**config.mk**
```make
export PLATFORM = sky130hd
export DESIGN_NAME = toy_32bit_block_cipher
export DESIGN_NICKNAME = d
export VERILOG_FILES = /design/src/hdl/tbc_pkg.sv /design/src/hdl/toy_32bit_block_cipher.sv
export SDC_FILE = /design/constraint.sdc
export NUM_CORES = 1
export LEC_CHECK = 0
export ABC_AREA = 1
export BUFFER_PORTS_ARGS = -buffer_cell sky130_fd_sc_hd__buf_2
export CORE_UTILIZATION = 30
export CTS_CLUSTER_SIZE = 40
export DETAILED_ROUTE_END_ITERATION = 8
export HOLD_SLACK_MARGIN = 0.1
export SETUP_SLACK_MARGIN = 0.5
export SLEW_MARGIN = 20
export SYNTH_ARGS = -nofsm -noshare
export SYNTH_HDL_FRONTEND = slang
export SYNTH_SLANG_ARGS = --single-unit
```
**constraint.sdc**
```tcl
create_clock -name clk_i -period 6.67 [get_ports clk_i]
set_clock_uncertainty 0.1 [all_clocks]
set_input_delay 1.0005 -clock clk_i [delete_from_list [all_inputs] [get_ports clk_i]]
set_output_delay 1.0005 -clock clk_i [all_outputs]
set_load 0.01 [all_outputs]
```
**src/hdl/tbc_pkg.sv**
```systemverilog
// Package for the 32-bit toy block cipher: byte helpers, subkey schedule
// and the full encrypt / decrypt functions. No dependencies.
package tbc_pkg;

  localparam int unsigned Rounds    = 8;
  localparam int unsigned BlockBits = 32;
  localparam logic [7:0]  RoundMask = 8'hAA;

  // Operation codes carried on the input tuser bit
  typedef enum logic {
    CMD_ENCRYPT = 1'b0,
    CMD_DECRYPT = 1'b1
  } cmd_e;

  typedef logic [BlockBits-1:0] block_t;

  // Byte i of a word sits at bits 31-8i down to 24-8i
  function automatic logic [7:0] get_byte(input block_t w, input int unsigned i);
    return w[31 - 8*i -: 8];
  endfunction

  // Rotate a byte left by n bits
  function automatic logic [7:0] rotl8(input logic [7:0] v, input logic [2:0] n);
    logic [15:0] dbl;
    dbl = {v, v} << n;
    return dbl[15:8];
  endfunction

  // Subkey of round r: rotated key byte, XOR constant, bit rotate
  function automatic block_t subkey(input block_t key, input int unsigned r);
    block_t     sk;
    logic [7:0] v;
    logic [7:0] c;
    for (int unsigned i = 0; i < 4; i++) begin
      c = 8'((r * 17 + i * 3) & 8'hFF);
      v = get_byte(key, (i + r) % 4) ^ c;
      sk[31 - 8*i -: 8] = rotl8(v, 3'((r % 7) + 1));
    end
    return sk;
  endfunction

  // Swap byte 0 with 1 and byte 2 with 3
  function automatic block_t swap_pairs(input block_t b);
    return {b[23:16], b[31:24], b[7:0], b[15:8]};
  endfunction

  function automatic block_t encrypt(input block_t blk, input block_t key);
    block_t     b;
    block_t     sk;
    logic [7:0] v;
    b = blk;
    for (int unsigned r = 0; r < Rounds; r++) begin
      sk = subkey(key, r);
      for (int unsigned i = 0; i < 4; i++) begin
        v = get_byte(b, i) ^ get_byte(sk, i) ^ RoundMask;
        // left by 1 then by 3 is a nibble swap
        b[31 - 8*i -: 8] = {v[3:0], v[7:4]};
      end
      b = swap_pairs(b);
    end
    return b;
  endfunction

  function automatic block_t decrypt(input block_t blk, input block_t key);
    block_t     b;
    block_t     sk;
    logic [7:0] v;
    b = blk;
    for (int r = Rounds - 1; r >= 0; r--) begin
      sk = subkey(key, unsigned'(r));
      b  = swap_pairs(b);
      for (int unsigned i = 0; i < 4; i++) begin
        v = get_byte(b, i);
        b[31 - 8*i -: 8] = {v[3:0], v[7:4]} ^ RoundMask ^ get_byte(sk, i);
      end
    end
    return b;
  endfunction

endpackage

```
**src/hdl/toy_32bit_block_cipher.sv**
```systemverilog
// Top level of the 32-bit toy block cipher: input register, 8-round
// combinational datapath, output register. Depends on tbc_pkg.

// Encrypts or decrypts one 32-bit word per cycle, while m_axis_tready
// holds, with the key held in the configuration register (byte 0 in bits
// 31:24). A word is captured in the input register, passes all eight
// rounds in combinational XOR and byte rotate logic, and lands in the
// output register. tvalid rises once the word has moved on from the input
// register into the output register, which a stalled output can hold back.
// The input side stays ready while a result waits, as long as the input
// register can move on. Write the key only while no word is in flight.
module toy_32bit_block_cipher
  import tbc_pkg::*;
(
  input  logic        clk_i,
  input  logic        rst_ni,
  // key register
  input  logic        cfg_we_i,
  input  logic [31:0] cfg_wdata_i,
  // input stream
  input  logic        s_axis_tvalid,
  output logic        s_axis_tready,
  input  logic [31:0] s_axis_tdata,   // [31:0] data_in
  input  logic        s_axis_tuser,   // [0] cmd (0 encrypt, 1 decrypt)
  // output stream
  output logic        m_axis_tvalid,
  input  logic        m_axis_tready,
  output logic [31:0] m_axis_tdata    // [31:0] data_out
);

  block_t key_q;
  logic   in_valid_q;
  cmd_e   in_cmd_q;
  block_t in_data_q;
  logic   out_valid_q;
  block_t out_data_q;
  block_t result;
  logic   out_load;
  logic   in_load;

  // Key register
  always_ff @(posedge clk_i or negedge rst_ni) begin
    if (!rst_ni) begin
      key_q <= '0;
    end else if (cfg_we_i) begin
      key_q <= cfg_wdata_i;
    end
  end

  // Handshake: output register frees when empty or taken
  assign out_load      = in_valid_q && (!out_valid_q || m_axis_tready);
  assign s_axis_tready = !in_valid_q || out_load;
  assign in_load       = s_axis_tvalid && s_axis_tready;

  // Input register
  always_ff @(posedge clk_i or negedge rst_ni) begin
    if (!rst_ni) begin
      in_valid_q <= 1'b0;
    end else if (s_axis_tready) begin
      in_valid_q <= s_axis_tvalid;
    end
  end

  always_ff @(posedge clk_i) begin
    if (in_load) begin
      in_cmd_q  <= cmd_e'(s_axis_tuser);
      in_data_q <= s_axis_tdata;
    end
  end

  // Round datapath
  always_comb begin
    case (in_cmd_q)
      CMD_DECRYPT: result = decrypt(in_data_q, key_q);
      default:     result = encrypt(in_data_q, key_q);
    endcase
  end

  // Output register
  always_ff @(posedge clk_i or negedge rst_ni) begin
    if (!rst_ni) begin
      out_valid_q <= 1'b0;
    end else if (out_load) begin
      out_valid_q <= 1'b1;
    end else if (m_axis_tready) begin
      out_valid_q <= 1'b0;
    end
  end

  always_ff @(posedge clk_i) begin
    if (out_load) begin
      out_data_q <= result;
    end
  end

  assign m_axis_tvalid = out_valid_q;
  assign m_axis_tdata  = out_data_q;

  // Checks
  a_in_capture: assert property (@(posedge clk_i) disable iff (!rst_ni)
    in_load |=> in_valid_q)
    else $error("accepted word not held in input register");

  a_in_hold: assert property (@(posedge clk_i) disable iff (!rst_ni)
    (in_valid_q && !out_load) |=> (in_valid_q && $stable(in_data_q)))
    else $error("stalled input register lost its word");

  a_no_overrun: assert property (@(posedge clk_i) disable iff (!rst_ni)
    (in_valid_q && out_valid_q && !m_axis_tready) |-> !s_axis_tready)
    else $error("input ready while both registers are blocked");

  a_out_result: assert property (@(posedge clk_i) disable iff (!rst_ni)
    out_load |=> (out_valid_q && out_data_q == $past(result)))
    else $error("output register did not take the round result");

endmodule
```
# Word-level counts from Yosys, hierarchy flattened
# Index checks and enable logic that the tools add are counted.
# totals
register_bits,99
inputBits,70
out_inout_bits,34
word_cells,175
# classes
n_mux,3
bitwise,159
n_reduce_logical,7
# ops
op,n
8-bit XOR,64
4-bit NOT,76
32-bit 2-to-1 mux,1
6-bit NOT,3
2-bit NOT,8
5-bit NOT,3
3-bit NOT,4
1-bit logical AND,2
1-bit logical NOT,2
1-bit logical OR,2
1-bit 2-to-1 mux,2
2-bit nonzero test,1
1-bit NOT,1

# Longest topological paths before layout
# Gate-level depths: netlist of the first run.
# logic_depth
depth_word,18
depth_mapped,11
ltp_nobuf,10

# Least setup slack after synthesis of the first run
# Ideal clock, no wire load.
# synth_path
path_kind,input-to-reg
from,input port m_axis_tready
to,"register out_data_q[0], in the netlist m_axis_tdata[0] (enable)"
setup_ps,432
t_arrival_ps,2629
required_ps,6138
setup_slack_ps,3509
path_stages,2
n_path_buf,0
cell_sequence,inv_1 a21oi_1
# synth_between
elab_chain_len,2
# synth_lines
item,line_no,text
"start, declared",toy_32bit_block_cipher.sv:27,"input logic m_axis_tready,"
1-bit logical OR,toy_32bit_block_cipher.sv:51,assign out_load = in_valid_q && (!out_valid_q || m_axis_tready);
1-bit logical AND,toy_32bit_block_cipher.sv:51,
named net out_load,toy_32bit_block_cipher.sv:38,logic out_load;
"end signal, assigned",toy_32bit_block_cipher.sv:92,out_data_q <= result;
"end, declared",toy_32bit_block_cipher.sv:36,block_t out_data_q;
# The timed path passes the listed nets, and every way through them passes these cells.
# A chain may end at the register's enable or synchronous reset.

# Worst setup path in the final report of the first run
# layout_path
from,input port m_axis_tready
to,output port s_axis_tready
# layout_between
elab_chain_len,3
# layout_lines
item,line_no,text
1-bit logical OR,toy_32bit_block_cipher.sv:51,
1-bit logical AND,toy_32bit_block_cipher.sv:51,
1-bit logical OR,toy_32bit_block_cipher.sv:52,assign s_axis_tready = !in_valid_q || out_load;
"end, declared",toy_32bit_block_cipher.sv:22,"output logic s_axis_tready,"
# No other way between the ends.

==> results of run 1 <==
## worst max-delay path by stage
stage,start,to,slack (ns),cells past startpoint
after floorplan,m_axis_tready,m_axis_tdata[0],3.51,2
after global placement,m_axis_tready,s_axis_tready,4.09,4
after detailed placement,m_axis_tready,s_axis_tready,4.07,4
after CTS,m_axis_tready,s_axis_tready,4.07,4
after global routing,m_axis_tready,s_axis_tready,4.04,4
final,m_axis_tready,s_axis_tready,4.07,4
## metrics by stage
stage          hold WS [ns]  power (mW)  std cells  setup WS, ns
2_1_floorplan        0.3471       1.325        839         3.509
4_1_cts              0.4466       1.990       1194         4.065
3_5_place_dp         0.4229       1.477       1178         4.067
3_3_place_gp         0.4118       1.464       1178         4.092
6_report             0.4543       1.965       1195         4.073
5_1_grt              0.5038       2.104       1194         4.035
## worst register-to-register path, stage by stage (launching register included)
cell	delay, ns
sky130_fd_sc_hd__dfrtp_1	0.72
sky130_fd_sc_hd__inv_1	0.28
sky130_fd_sc_hd__nand2_1	0.15
sky130_fd_sc_hd__nand3_1	0.12
sky130_fd_sc_hd__nand2_1	0.10
sky130_fd_sc_hd__nand2_1	0.06
sky130_fd_sc_hd__nand2_1	0.06
sky130_fd_sc_hd__nand2_1	0.04
sky130_fd_sc_hd__nand3_1	0.06
sky130_fd_sc_hd__nand2_1	0.07
## logic make-up (layout without fill, tap and decap cells)
kind of cell / count (synthesis) / in the layout / share of synthesized area, %
and+or+nand+nor: 454 / 454 / 28.02
xor gates and xnor gates: 126 / 126 / 17.48
buffers and inverters: 122 / 202 / 9.024
DFF: 99 / 99 / 42.38
AOI/OAI and AO/OA: 36 / 36 / 2.762
muxes: 2 / 2 / 0.3405
other: 0 / 1 / 0
## layout make-up
class / count / area [um^2]
Sequential cell: 99 / 2803
Clock buffer: 9 / 225.2
Tap cell: 275 / 344.1
Multi-Input combinational cell: 618 / 3226
Fill cell: 2184 / 13800
Clock inverter: 7 / 50.05
Timing Repair Buffer: 105 / 530.5
Antenna cell: 1 / 2.502
Inverter: 81 / 304.0
## synth_stat cells
library cell | instances | share of area [%]
sky130_fd_sc_hd__mux2_2 | 2 | 0.34
sky130_fd_sc_hd__a21o_1 | 1 | 0.11
sky130_fd_sc_hd__nand4_1 | 4 | 0.38
sky130_fd_sc_hd__xor2_1 | 50 | 6.6
sky130_fd_sc_hd__nand3b_1 | 14 | 1.6
sky130_fd_sc_hd__xor2_2 | 3 | 0.74
sky130_fd_sc_hd__inv_2 | 5 | 0.28
sky130_fd_sc_hd__o21ai_0 | 33 | 2.5
sky130_fd_sc_hd__nand2b_1 | 2 | 0.19
sky130_fd_sc_hd__clkbuf_2 | 1 | 0.076
sky130_fd_sc_hd__nand2_2 | 1 | 0.095
sky130_fd_sc_hd__inv_1 | 75 | 4.3
sky130_fd_sc_hd__xnor2_1 | 69 | 9.1
sky130_fd_sc_hd__a21oi_1 | 2 | 0.15
sky130_fd_sc_hd__clkbuf_1 | 7 | 0.40
sky130_fd_sc_hd__nand3_1 | 61 | 4.6
sky130_fd_sc_hd__nor2_1 | 19 | 1.1
sky130_fd_sc_hd__clkinv_1 | 1 | 0.057
sky130_fd_sc_hd__edfxtp_1 | 65 | 30
sky130_fd_sc_hd__nand2_1 | 352 | 20
sky130_fd_sc_hd__dfrtp_1 | 34 | 13
sky130_fd_sc_hd__buf_4 | 24 | 2.7
sky130_fd_sc_hd__buf_6 | 6 | 1.0
sky130_fd_sc_hd__xnor2_2 | 4 | 0.98
sky130_fd_sc_hd__buf_1 | 1 | 0.057
sky130_fd_sc_hd__or2_1 | 1 | 0.095
sky130_fd_sc_hd__buf_2 | 2 | 0.15
## power by group
part | switching (mW) | internal, mW
logic | 0.350 | 0.253
registers | 0.0916 | 0.765
clock network | 0.248 | 0.256
## registers in the layout (all words and copies together) (netlist names)
| signal | cells |
|---|---|
| in_data_q | 32 |
| key_q | 32 |
| m_axis_tdata | 32 |
| in_cmd_q | 1 |
| in_valid_q | 1 |
| m_axis_tvalid | 1 |
## per-layer routing
| layer | share of wire [%] | up-vias |
|---|---|---|
| met2 | 45 | 96 |
| met4 | 1.3 | 0 |
| met1 | 49 | 2394 |
| met5 | 0 | - |
| li1 | - | 2758 |
| met3 | 5.1 | 17 |
==> summary by stage, run 1 <==
Run status
The run finished with clean final reports.

Yosys
Synthesis produced a netlist whose cell count is about 840. The net count of the mapped netlist is between 900 and 1000. The distinct cell type count of the synthesized netlist is 27.

For this run, the number of Yosys warnings is 0. The number of storage elements in the synthesis netlist is between 90 and 100. The post-synthesis average cell area is roughly 7.9 um^2. The post-synthesis instance area is 6614 um^2. The fraction of the yosys area taken by sequential cells is between 40% and 50%.

Worst setup path
The worst-case reg-to-reg path depth is 9. The critical path endpoint category is a primary output. The required time at the endpoint of the critical path is around 5.6 ns. The startpoint class of the critical path is a primary input. Together, buffers and inverters on the worst path number 3.

The longest individual stage delay on the worst path is approximately 0.16 ns. The kind of cell with the highest combined delay on the critical path is buffers and inverters. Across all register-to-register paths, the minimum setup slack is 4.68 ns. The slowest stage of the critical path belongs to the cell sky130_fd_sc_hd__buf_2. Along the worst path, the maximum fanout reaches 3. In this run the critical register-to-register path is captured at m_axis_tdata[2].

The critical path goes through buf_2, inv_1, nand3_1, buf_2. The launch point of the worst reg-to-reg path is key_q[19]. At the worst endpoint, the arrival time is approximately 1.5 ns. The critical path in this run is classified as primary input to primary output. Among the stages of the critical path, the cell type that occurs most often is sky130_fd_sc_hd__buf_2.

Placed design
Once placement finished, the instance area stood at a little over 7000 um^2. The weighted congestion reported at the end of routability-driven placement is about 0.78. After legalization and detailed placement, the total HPWL measured 11.68 mm. The number of port buffers is ~100.

GRT
For met3 alone, demand over resource in global routing was about 3.4%. For this run, the total global-route usage over all layers was measured as 15.13%. The routing layer with the top usage in global route is met2. Global routing consumed, on the met1 layer, 20.72% of the routing resources. Entering global routing, the biggest net connects between 60 and 70 pins. The met2 usage in global routing is between 20% and 30%.

The total overflow left after global routing is 0. The number of antenna violations at the first check in global routing came to 1. The first-pass GRT wire length is about 26 mm. The via count of the first global-routing pass is ~4900.

Clock tree
Gates resized during post-CTS repair numbered 0. Buffers added to address setup during post-CTS repair amount to 0. After clock tree synthesis, the clock-pin slew on the worst setup and hold paths is about 0.070 ns. No sink is reached through more buffers than the 2 on the longest clock path.

The number of buffers created by CTS is 9. The H-tree was split into 3 levels. TritonCTS built the clock tree. The total clock sinks is 99. At the later pin of the worst-skew pair, clock insertion delay measures about 0.36 ns. The count of hold buffers inserted by post-cts repair is 0. The master cell of the clock root buffer is sky130_fd_sc_hd__clkbuf_16.

Worst hold path
The origin of the worst min-delay path is in_valid_q. The worst hold path belongs to the class flop to flop. The worst hold path terminates at m_axis_tvalid. The cell depth of the worst hold path is 2.

Die
From left edge to right edge, the die measures roughly 150 um. The top-level port count is approximately 100. The die height is approximately 150 um. The effective utilization at floorplan is 31.07%. The total area inside the core boundary comes to between 20000 and 25000 um^2. The floorplan has between 50 and 60 rows. The die covers approximately 23000 um^2.

Timing
Subtracting the final worst setup slack from the clock period gives 2.597 ns. Dividing the final minimum period by the clock period gives between 30% and 40%. The final number of max-transition violations is 0. The setup TNS after final layout is 0 ns. The top achievable clock speed is between 300 and 400 MHz. The count of endpoints failing hold in the final timing report is 0. The slew at the pin with the worst max-slew slack is about 1 ns. Setup violations remaining at the end of the flow were counted as 0. The relative slew slack is about a third. Setup repair after global routing left no endpoint under its margin.

Detailed routing
The remaining routing DRC violations is 0. For this block, the routed nets add up to around 16 mm of wire. The detailed router finished its first iteration with around 290 violations. The number of vias per cell is between 4 and 5. Before antenna repair, the detailed router went through 5 iterations. The final route contains about 5300 vias. The post-route antenna net violation count is 0.

In the final routed layout, each cell accounts on average for roughly 14 um.

Cells and area
The area growth from synthesis to final layout is 13.17%. After the last flow step, the layout net total stands at 984. With fillers left out, the area of the finished cells amounts to between 7000 and 8000 um^2. At the end of the flow the core is filled with cells to 35.16%.

Leaving out fill and tap cells, the most frequent cell in the layout is sky130_fd_sc_hd__nand2_1. Leaving out fill and tap cells, the most frequent cells in the layout are sky130_fd_sc_hd__nand2_1 (352), sky130_fd_sc_hd__buf_2 (103), sky130_fd_sc_hd__inv_1 (75). The share of post-route cells with drive strength above 1 is 14.91%.

Power
Dividing total power by cell area gives a power density of roughly 260 nW/um^2. Across the VDD grid, the largest voltage drop is around 0.12 mV. The standby leakage power is between 3 and 4 nW.

Flow run
The tool flagged a number of max-cap violations equal to 0.
Note: power is estimated with default switching activity, not from simulation.
==> inputs of run 2 (changes only) <==
clock period = 2.1 ns   (was 6.67 ns; I/O delays follow)
==> summary by stage, run 2 (synthesis results as in run 1) <==
Run status
The run finished with clean final reports.

Clock tree
The CTS H-tree depth is 3. Clock tree synthesis found a total of 99 sinks. The master cell of the clock root buffer is sky130_fd_sc_hd__clkbuf_16. Buffers inserted during clock tree synthesis total 9.

The clock transition at the registers of the reported paths is 0.08 ns. TritonCTS built the clock tree. At the later pin of the worst-skew pair, clock insertion delay measures around 0.36 ns. Counting along the longest clock path gives a buffer depth of 2.

Timing
The relative slew slack is ~65%. The count of endpoints failing hold in the final timing report is 0. The final-layout worst hold slack is about 0.11 ns.

Setup repair after global routing could not meet its margin everywhere. Setup violations remaining at the end of the flow were counted as 0. The final worst-path cycle share is 76.28%. Derived from the worst setup path, the maximum achievable clock frequency is roughly 620 MHz. The final number of max-transition violations came to 0.

Summed over all failing endpoints, the final setup total negative slack is 0 ns. The minimum period implied by the final worst setup slack is 1.602 ns. The slew at the pin with the worst max-slew slack is ~0.52 ns.

Detailed routing
After detailed routing, the average wire length per cell comes to around 14 um. The routed layout has 5909 vias. Before antenna repair, the detailed router went through 6 iterations.

Using the TritonRoute via totals, the vias-per-cell ratio works out to between 4 and 5. For this block, the routed nets add up to 18.39 mm of wire. The remaining routing DRC violations is 0. Once detail routing completed, the nets flagged for antenna violations numbered 0. The violation count after the first detailed-routing iteration is ~400.

Placed design
The post-detailed-placement half-perimeter wirelength is 12.67 mm. The cell count after placement is 1191. After detailed placement, the total cell area comes to approximately 7300 um^2.

The number of port buffers is about 100. Routability-driven placement finished with a final weighted congestion of slightly above 0.8.

Worst setup path
The launching element of the worst setup path is key_q[2]. In this run the critical register-to-register path is launched from key_q[2]. The critical path is of the flop to flop type. For the worst setup path, the data required time is 2.13 ns. The startpoint class of the critical path is a flop. STA classifies the critical path endpoint as a flop. The largest fanout on the critical path is 5. The arrival time at the worst endpoint is around 1.6 ns.

Cells and area
Leaving out fill and tap cells, the most frequent cell in the layout is sky130_fd_sc_hd__nand2_1. The count of non-filler cells in the finished layout is approximately 1300. The share of post-route cells with drive strength above 1 is between 20% and 30%. The area taken by flip-flops and latches is about 2800 um^2. The top cell types in the final layout, fill and taps aside, are sky130_fd_sc_hd__nand2_1 (337), sky130_fd_sc_hd__buf_2 (104), sky130_fd_sc_hd__inv_1 (65), sky130_fd_sc_hd__edfxtp_1 (65), sky130_fd_sc_hd__dlygate4sd3_1 (64). Counting the fill cells in the layout gives 2100.

Once layout is complete, the utilization of the core stands at between 40% and 50%. The multi-input combinational cells in the finished layout cover a total of about 3500 um^2. The repair_antennas step left the layout with diodes totalling 0.

At the end of the flow, the number of nets in the layout was roughly 1100. The area growth from synthesis to final layout is 36.11%. Summing all non-filler instances in the final layout gives an area of between 9000 and 10000 um^2.

Die
During I/O placement, the number of pins put on the boundary was 104. For this configuration, the core starts out at a cell density of a little under a third. The die outline area is roughly 23000 um^2. After floorplanning, the core was divided into 53 placement rows. The die is approximately 150 um tall. The horizontal die dimension is 150.5 um. The core region is around 21000 um^2.

GRT
The via count of the first global-routing pass is approximately 5400. In the global route stage, overall resource usage came out at ~16%. The remaining global-route overflow is 0.

The pin count of the biggest net entering global routing is 33. The first global-routing pass estimated between 20 and 30 mm of wire. The number of antenna violations at the first check in global routing is 0.

Flow run
The reported max-cap violation count is 0.

Power
Summed over all nets, the switching power comes to ~2.4 mW. For this design the static power due to leakage is approximately 4.3 nW. The share of total power in combinational logic is about a third. The internal power is approximately 4.5 mW. The sequential share of power is between 30% and 40%. Power spread over the standard cell area amounts to between 700 and 800 nW/um^2. Of the total power, the share spent switching nets is about a third. The maximum vdd ir drop is 0.3622 mV. In this run, the clock network consumes about a quarter of the power.

Worst hold path
The worst hold path begins at cfg_wdata_i[27]. The worst hold path belongs to the class primary input to flop.
-- run 2: changes by cell type in the layout (fill, tap and decap cells not counted), sizes merged --
cell / previous run / this run
bufinv: 0 / 1
dlygate4sd3: 0 / 64
buf: 105 / 155
clkinv: 5 / 4
clkinvlp: 0 / 2
diode: 1 / 0
inv: 83 / 81
-- run 2: worst paths after layout --
check | end | slack, ns | cells after the start
setup / recovery | m_axis_tdata[23] | 0.50 | 7
hold / removal | key_q[27] | 0.11 | 3
setup reg to reg | m_axis_tdata[23] | 0.50 | 7
hold reg to reg | m_axis_tvalid | 0.45 | 2
max in group asynchronous | key_q[0] | 1.00 | 3
min in group asynchronous | in_valid_q | 0.18 | 2
-- run 2: timing repair --
| item | CTS | global route |
|---|---|---|
| buffers inserted | 11 | 26 |
| gates resized for setup | 26 | 78 |
| endpoints found under the hold margin | 97 | 0 |
| cloned | 0 | 0 |
| pin swaps | 2 | 24 |
| setup endpoints to repair | 22 | 24 |
| hold buffers | 64 | 0 |
-- run 2: metal layers --
layer / vias to the layer above / part of all wire (%) / global-route usage (%)
met5: - / 0 / 0
met4: 0 / 2.2 / 6.212
met3: 23 / 4.8 / 2.121
met2: 147 / 46 / 25.35
met1: 2747 / 47 / 23.12
li1: 2992 / - / -
-- run 2: layout make-up --
cell class,instances,area share [%]
tap,275,3.822
multi-input combinational,618,39.32
sequential,99,31.58
timing repair buffer,219,18.40
clock inverter,7,0.8339
clock buffer,9,2.502
inverter,81,3.544
-- run 2: worst max-delay path, cell delays in order (launching register included) --
cell,delay [ns]
sky130_fd_sc_hd__dfrtp_2,0.46
sky130_fd_sc_hd__buf_4,0.18
sky130_fd_sc_hd__xor2_1,0.17
sky130_fd_sc_hd__nand2_1,0.08
sky130_fd_sc_hd__nand2_1,0.11
sky130_fd_sc_hd__nand3b_1,0.18
sky130_fd_sc_hd__nand2_1,0.07
sky130_fd_sc_hd__inv_1,0.04
-- run 2: power by group through the flow --
| stage | registers [mW] | logic, mW | clock network [mW] |
|---|---|---|---|
| global placement | 2.74 | 1.99 | 0 |
| floorplan | 2.63 | 1.58 | 0 |
| detailed placement | 2.74 | 2.03 | 0 |
| finish | 2.70 | 2.43 | 1.77 |
| global route | 2.73 | 2.74 | 1.87 |
| CTS | 2.69 | 2.19 | 1.82 |
-- run 2: through the flow --
step                      total power, mW  setup slack (ns)
after floorplan                     4.211            0.2261
after global placement              4.727            0.2795
after detailed placement            4.763            0.2642
after CTS                           6.704            0.4713
after global routing                7.337            0.4092
final                               6.898            0.4980
==> inputs of run 3 (changes only) <==
clock period = 1.3 ns   (was 2.1 ns; I/O delays follow)
==> summary by stage, run 3 (synthesis results as in run 1) <==
Run status
The run finished, with violations left. The final reports fail on hold timing, setup timing.

Power
The standby leakage power is around 5.0 nW. Across the VDD grid, the largest voltage drop is 0.6866 mV. The switching portion of total power is around a third. The power per standard cell area is 1181 nW/um^2.

The analysis attributes to net switching a power of about 4.3 mW. The clock group share of total power is a little under a quarter. The internal power is 8.078 mW. In this run, the combinational gates consume 42.7% of the power. The sequential share of power is around a third.

Timing
Setup violations remaining at the end of the flow were counted as 99. The top achievable clock speed is between 600 and 700 MHz. Hold timing on the final database bottoms out at a slack of -0.09918 ns.

The final number of max-transition violations came to 0. The count of endpoints failing hold in the final timing report is just under 60. The relative slew slack is about four fifths. For the pin with the worst max-slew slack, the measured transition is ~0.32 ns.

The final critical-path setup slack is -0.2818 ns. The final worst-path cycle share is 121.7%. Setup repair after global routing could not meet its margin everywhere. Subtracting the final worst setup slack from the clock period gives approximately 1.6 ns.

Worst setup path
The cell seen most often among critical-path stages is sky130_fd_sc_hd__nand2_1. STA puts the critical path data arrival time at between 1.5 and 2 ns. Walking the worst path, the cells encountered are buf_12, inv_6, nand2_1, nand2_1, nand2_1, nand2_1, nand3_1, nand3_1, nand2_1. The kind of cell with the highest combined delay on the critical path is simple AND/OR/NAND/NOR gates.

On the critical path, the stage with the largest delay is an instance of sky130_fd_sc_hd__dfrtp_2. The worst setup path is launched from a flop. The critical path is of the flop to flop type. In this run the worst path has a maximum fanout of 6.

The number of buffers and inverters on the critical path is 2. The longest individual stage delay on the worst path is ~0.46 ns. STA puts the critical path data required time at around 1.3 ns. The worst setup path is captured at a flop.

Cells and area
Leaving out fill and tap cells, the most frequent cell in the layout is sky130_fd_sc_hd__nand2_1. The antenna diode count is 0. With fillers left out, the area of the finished cells amounts to roughly 10000 um^2. The count of non-filler cells in the finished layout is approximately 1300.

Compared with the post-synthesis result, the final layout area differs by 58.51%. In the final design database the tool counted 1136 nets. Of the cells placed in the final design, the portion with a size suffix greater than 1 is between 40% and 50%. The library cells used most frequently in the layout, excluding fill and tap cells, are sky130_fd_sc_hd__nand2_1 (291), sky130_fd_sc_hd__buf_2 (99), sky130_fd_sc_hd__buf_6 (70).

Die
In this run the count of I/O pins placed on the die edge is around 100. The initialized floorplan defines 53 standard-cell rows. The die outline area is about 23000 um^2. The effective utilization at floorplan is just over 30%. The area of the core is about 21000 um^2. The horizontal die dimension is between 150 and 200 um. The die height is around 150 um.

Placed design
Port buffering added just over 100 buffers. The number of placed instances, taps included, is about 1300. The weighted congestion reported at the end of routability-driven placement is approximately 0.88.

The post-detailed-placement half-perimeter wirelength is approximately 14 mm. The placed instances occupy a cell area of 8571 um^2.

GRT
The first-pass GRT wire length is between 20 and 30 mm. The total overflow left after global routing is 0. The pin count of the biggest net entering global routing is 35.

The total global-route track usage is roughly 17%. The via count of the first global-routing pass is 5539. The number of antenna violations at the first check in global routing is 1.

Detailed routing
The post-route antenna net violation count is 0. The total wirelength of the detailed-routed design is slightly below 20 mm. The violation count after the first detailed-routing iteration is 376. The number of iterations in the first detailed-routing pass is 5.

The number of vias per cell is about 4.5. In the routed design, unresolved DRC markers number 0. The final routed wire length divided by cell count is 14.43 um. Summing over every cut layer, the via total after detailed routing is 6060.

Clock tree
Counting the buffers created by CTS gives 9. The total clock sinks is around 100. The later-pin clock latency in the skew report is 0.37 ns.

In this run the deepest clock path goes through 2 buffers. The clock tree from TritonCTS is yes. The H-tree was split into 3 levels.

Hold repair after CTS inserted 9 buffers. The tree is rooted in a sky130_fd_sc_hd__clkbuf_16. Clock-pin slew was measured on the worst setup and hold paths at 0.07 ns.

Worst hold path
In this run the worst hold path is classified as primary input to flop.

Flow run
The tool flagged a number of max-cap violations equal to 0.
-- run 3: path summary, 6_finish.rpt --
check | from | depth (start not counted) | slack [ns] | endpoint
worst max-delay path | key_q[23] | 9 | -0.28 | m_axis_tdata[2]
min in group asynchronous | rst_ni | 3 | 0.22 | key_q[15]
max in group asynchronous | rst_ni | 3 | 0.65 | key_q[5]
worst min register to register | in_valid_q | 2 | 0.49 | m_axis_tvalid
worst min-delay path | s_axis_tdata[18] | 1 | -0.1 | in_data_q[18]
worst max register to register | key_q[23] | 9 | -0.28 | m_axis_tdata[2]
-- run 3: power groups by stage --
stage	combinational [mW]	sequential, mW	clock (mW)
3_5_place_dp	4.16	4.32	0
4_1_cts	4.76	4.28	2.86
6_report	5.29	4.29	2.81
3_3_place_gp	4.10	4.31	0
2_1_floorplan	2.85	4.28	0
5_1_grt	5.77	4.34	2.97
-- run 3: cell type report --
type	count	area, um^2
clock buffer	10	229.0
clock inverter	6	65.06
inverter	81	445.4
timing repair buffer	256	2400
fill	1926	10800
tap	275	344.1
multi-input combinational	618	4167
timing repair inverter	1	8.758
sequential	99	2825
-- run 3: repair_timing --
item,4_1_cts,5_1_grt
resized for setup,129,151
pin swaps,44,56
endpoints found under the setup margin,165,165
gates cloned,3,4
setup buffers,16,16
endpoints found under the hold margin,101,59
-- run 3: through the flow --
| stage | worst slack, ns | utilization, % | TNS (ns) | total power, mW | hold slack [ns] |
|---|---|---|---|---|---|
| 3_3_place_gp | -0.3352 | 40.26 | -8.373 | 8.414 | 0.08731 |
| 4_1_cts | -0.2414 | 45.59 | -12.00 | 11.90 | -0.1061 |
| 6_report | -0.2818 | 49.25 | -13.09 | 12.39 | -0.09918 |
| 2_1_floorplan | -0.2641 | - | -18.81 | 7.130 | -0.2006 |
| 5_1_grt | -0.3757 | 49.25 | -18.27 | 13.09 | -0.1120 |
| 3_5_place_dp | -0.3357 | 40.26 | -9.633 | 8.481 | 0.08846 |
-- run 3: metal layers --
metal,part of all wire (%),GRT usage [%],vias to the layer above,wire [um]
met4,1.7,5.556,2,335
met1,47,23.74,2809,9068
met2,47,26.66,140,9083
met3,4.8,2.848,24,923
met5,0.062,0,-,12
li1,-,-,3085,-
